[config.mk]
export PLATFORM = sky130hd
export DESIGN_NAME = imhq_ram
export DESIGN_NICKNAME = d
export VERILOG_FILES = /design/src/rtl/imhq_ram.sv
export SDC_FILE = /design/constraint.sdc
export NUM_CORES = 1
export LEC_CHECK = 0
export ABC_AREA = 1
export BUFFER_PORTS_ARGS = -buffer_cell sky130_fd_sc_hd__buf_4
export CORE_MARGIN = 2
export CORE_UTILIZATION = 56
export DETAILED_ROUTE_END_ITERATION = 8
export GPL_TIMING_DRIVEN = 0
export HOLD_SLACK_MARGIN = 0.02
export PLACE_DENSITY_LB_ADDON = 0.12
export RECOVER_POWER = 50
export SLEW_MARGIN = 0
export SYNTH_ARGS = -nofsm -noshare
export SYNTH_HDL_FRONTEND = slang
export SYNTH_SLANG_ARGS = --single-unit
[constraint.sdc]
create_clock -name clock -period 2.1 [get_ports clock]
set_input_delay 0.21 -clock clock [delete_from_list [all_inputs] [get_ports clock]]
set_output_delay 0.21 -clock clock [all_outputs]
set_load 0.1 [all_outputs]
[src/rtl/imhq_ram.sv]
// ----------------------------------------------------------------------------
// imhq_ram
// Generic single-write, single-read RAM with registered read data.
// ----------------------------------------------------------------------------
module imhq_ram #(
   parameter int WIDTH = 8,
   parameter int DEPTH = 16
) (
   input  logic                     clock,
   input  logic                     wr_en,
   input  logic [$clog2(DEPTH)-1:0] wr_addr,
   input  logic [WIDTH-1:0]         wr_data,
   input  logic [$clog2(DEPTH)-1:0] rd_addr,
   output logic [WIDTH-1:0]         rd_data
);

   logic [WIDTH-1:0] mem [DEPTH];
   logic [WIDTH-1:0] rd_data_ff;

   always_ff @(posedge clock) begin
      if (wr_en) begin
         mem[wr_addr] <= wr_data;
      end
      rd_data_ff <= mem[rd_addr];
   end

   assign rd_data = rd_data_ff;

endmodule

==> impl_metrics.ini <==
[pwr]
clkPwrFrac = 0.443
intPower_w = 0.004958
swShare = 0.2286
p_per_area_mw_per_mm2 = 969.6
power_leakage_nw = 2.875
vdd_drop_max_v = 0.0005588
power.net_switching_w = 0.001469
combinationalPowerShare = 0.082
finalPower_w = 0.006427
seq_power_share = 0.475

[detailed_routing]
via_per_inst = 5.291
wire_per_inst_um = 18.32
ant_nets = 0
drc = 0
drt_iter0_markers = 445
totalWireLength_mm = 13.58
firstDrtPassIters = 6
num_vias = 3921

[logic_synthesis]
yosysTopAreaCell = edfxtp_1
yosys_warnings = 0
netlist_area_sq_mm = 0.005767
syn-num-nets = 569
yosysMostFrequentCell = nand2_1
async_reset_ff_frac = 0
synth_area_leaders = edfxtp_1 (67%), nand2_1 (11%), nand3_1 (8.4%), inv_1 (6.5%), dfxtp_1 (2.8%)
syn_inst = 551
ys_seq_area_frac = 0.6943
synth_edf_count = 128
synth_seq_cells = 136
synth_top_area_frac = 0.6665
yosys-top-cells-count = nand2_1 (173), edfxtp_1 (128), inv_1 (100)
syn_area_per_cell_sq_um = 10.47
ys_types = 12
synthFlopType = edfxtp_1

[worst_setup_path]
arrival_ps = 1160
critical-path-top-delay-family = flip-flops
start_kind = register
worstSetupPathType = reg -> out
crit_slowest_cell = dfxtp_1
path_buf_inv = 1
worstPathCellList = buf_4
cp.required_ps = 1890
critPathCaptureType = output pin
path_max_fanout = 1
cpPeakStageDelay_ps = 340

[global_route]
grt_pass1_wl_mm = 20.95
grt_max_degree = 17
antenna_found_initial = 0
grt-ovfl-total = 0
grt_pass1_vias = 3675
grtUsageTotal = 0.2611

[die]
die_h_um = 105.5
fp.dieW_um = 105.5
dieArea_sq_mm = 0.01113
initial_core_util = 0.5688
core.rowCount = 37
core_area_sq_mm = 0.01014
num_io_pins = 26

[place]
place_area_sq_mm = 0.006102
routabilityCongestion = 0.8942
hpwl_mm = 8.814
portBuffers = 22
placed_cells_incl_taps = 709

[sta]
fmax_ghz = 0.7284
finalClockSkew_ps = 9.259
setup_viol = 0
final_max_slew_viol_count = 0
slew_headroom = 0.3538
grt_setup_unrepaired = false
tns_ps = 0
finalCritPeriodShare = 0.6537
tightest_slew_ps = 965.7
hold_viol_final = 0
min_period_ps = 1373

[cts]
post_cts_resized = 0
clk_latency_ps = 530
cts_buffers = 17
clkTransAtPathRegs_ps = 60
clockBufferDepth = 2
clkSinkCount = 136
htree_num_levels = 4
cts_root_buffer = clkbuf_8
hold_buffers = 0
cts_tree = yes
post-cts-setup-buffers = 0

[finish]
drive_gt1_frac = 0.1058
area_growth_pct = 14.95
ff_latch_area_sq_mm = 0.004004
stdcell_area_sq_mm = 0.006629
multi_input_area_sq_mm = 0.001214
stdcell_count = 741
fillers = 796
final_nets = 610
diodes = 0

[min_path]
hold_path.class = in -> reg

[run_status]
status = finished clean

[run]
cap_violations = 0
[worst min-delay path, cell delays in order]
cell,delay (ps)
buf_1,200
nand3_1,140
nand2_1,40
[flip-flops by register name, indices dropped and copies added (netlist names)]
signal / flops
mem: 128
rd_data: 8
[layout make-up]
class | instances | area share
inverter | 102 | 0.05776
multi-input combinational | 289 | 0.1831
timing repair buffer | 22 | 0.01982
tap | 136 | 0.02567
sequential | 136 | 0.6040
clock inverter | 10 | 0.01925
clock buffer | 22 | 0.06531
buffer | 24 | 0.02510
[metrics by stage]
stage | setup slack [ps] | util | hold WS, ps
floorplan | 939.2 | - | 308.9
global placement | 388.2 | 0.6019 | 557.6
detailed placement | 359.3 | 0.6019 | 566.6
CTS | 725.7 | 0.6572 | 24.03
global route | 720.9 | 0.6538 | 138.9
finish | 727.2 | 0.6538 | 113.8
[placed cells by master (no fill, tap or decap), types with 2 or more instances in the layout]
cell       instances
dfxtp_1            8
nand3_1           97
nand2_1          173
buf_2             13
clkbuf_1          14
clkbuf_16         16
clkinv_2           5
buf_4             17
buf_6              6
inv_1            100
nor2_1            17
edfxtp_1         128
nand3b_1           2
bufinv_16          3
inv_2              2
[cell families (layout without fill, tap and decap cells)]
| logic type | count (synthesis) | in the layout | synth area share |
|---|---|---|---|
| buffers and inverters | 126 | 180 | 0.09525 |
| and+or+nand+nor | 289 | 289 | 0.2105 |
| DFF | 136 | 136 | 0.6943 |
[per-layer routing]
metal / vias up / GRT usage / share of wire
li1: 1859 / - / -
met1: 1857 / 0.3835 / 0.45
met2: 184 / 0.3820 / 0.46
met3: 21 / 0.05566 / 0.076
met4: 0 / 0.1057 / 0.020
met5: - / 0 / 0
[worst paths after layout]
check	cells past startpoint	from	slack, ps	to
min reg2reg	6	mem[11][2]	710	rd_data[2]
min	3	rd_addr[3]	110	rd_data[0]
max reg2reg	6	mem[3][0]	1050	rd_data[0]
max	1	rd_data[2]	730	rd_data[2]
[power by group through the flow]
stage	clock, W	sequential, W	combinational [W]
after global placement	0	0.00310	0.000524
after global routing	0.00298	0.00306	0.000567
final	0.00284	0.00305	0.000529
after CTS	0.00285	0.00305	0.000534
after detailed placement	0	0.00311	0.000531
after floorplan	0	0.00323	0.000214
Power figures use the tool's default switching activity.
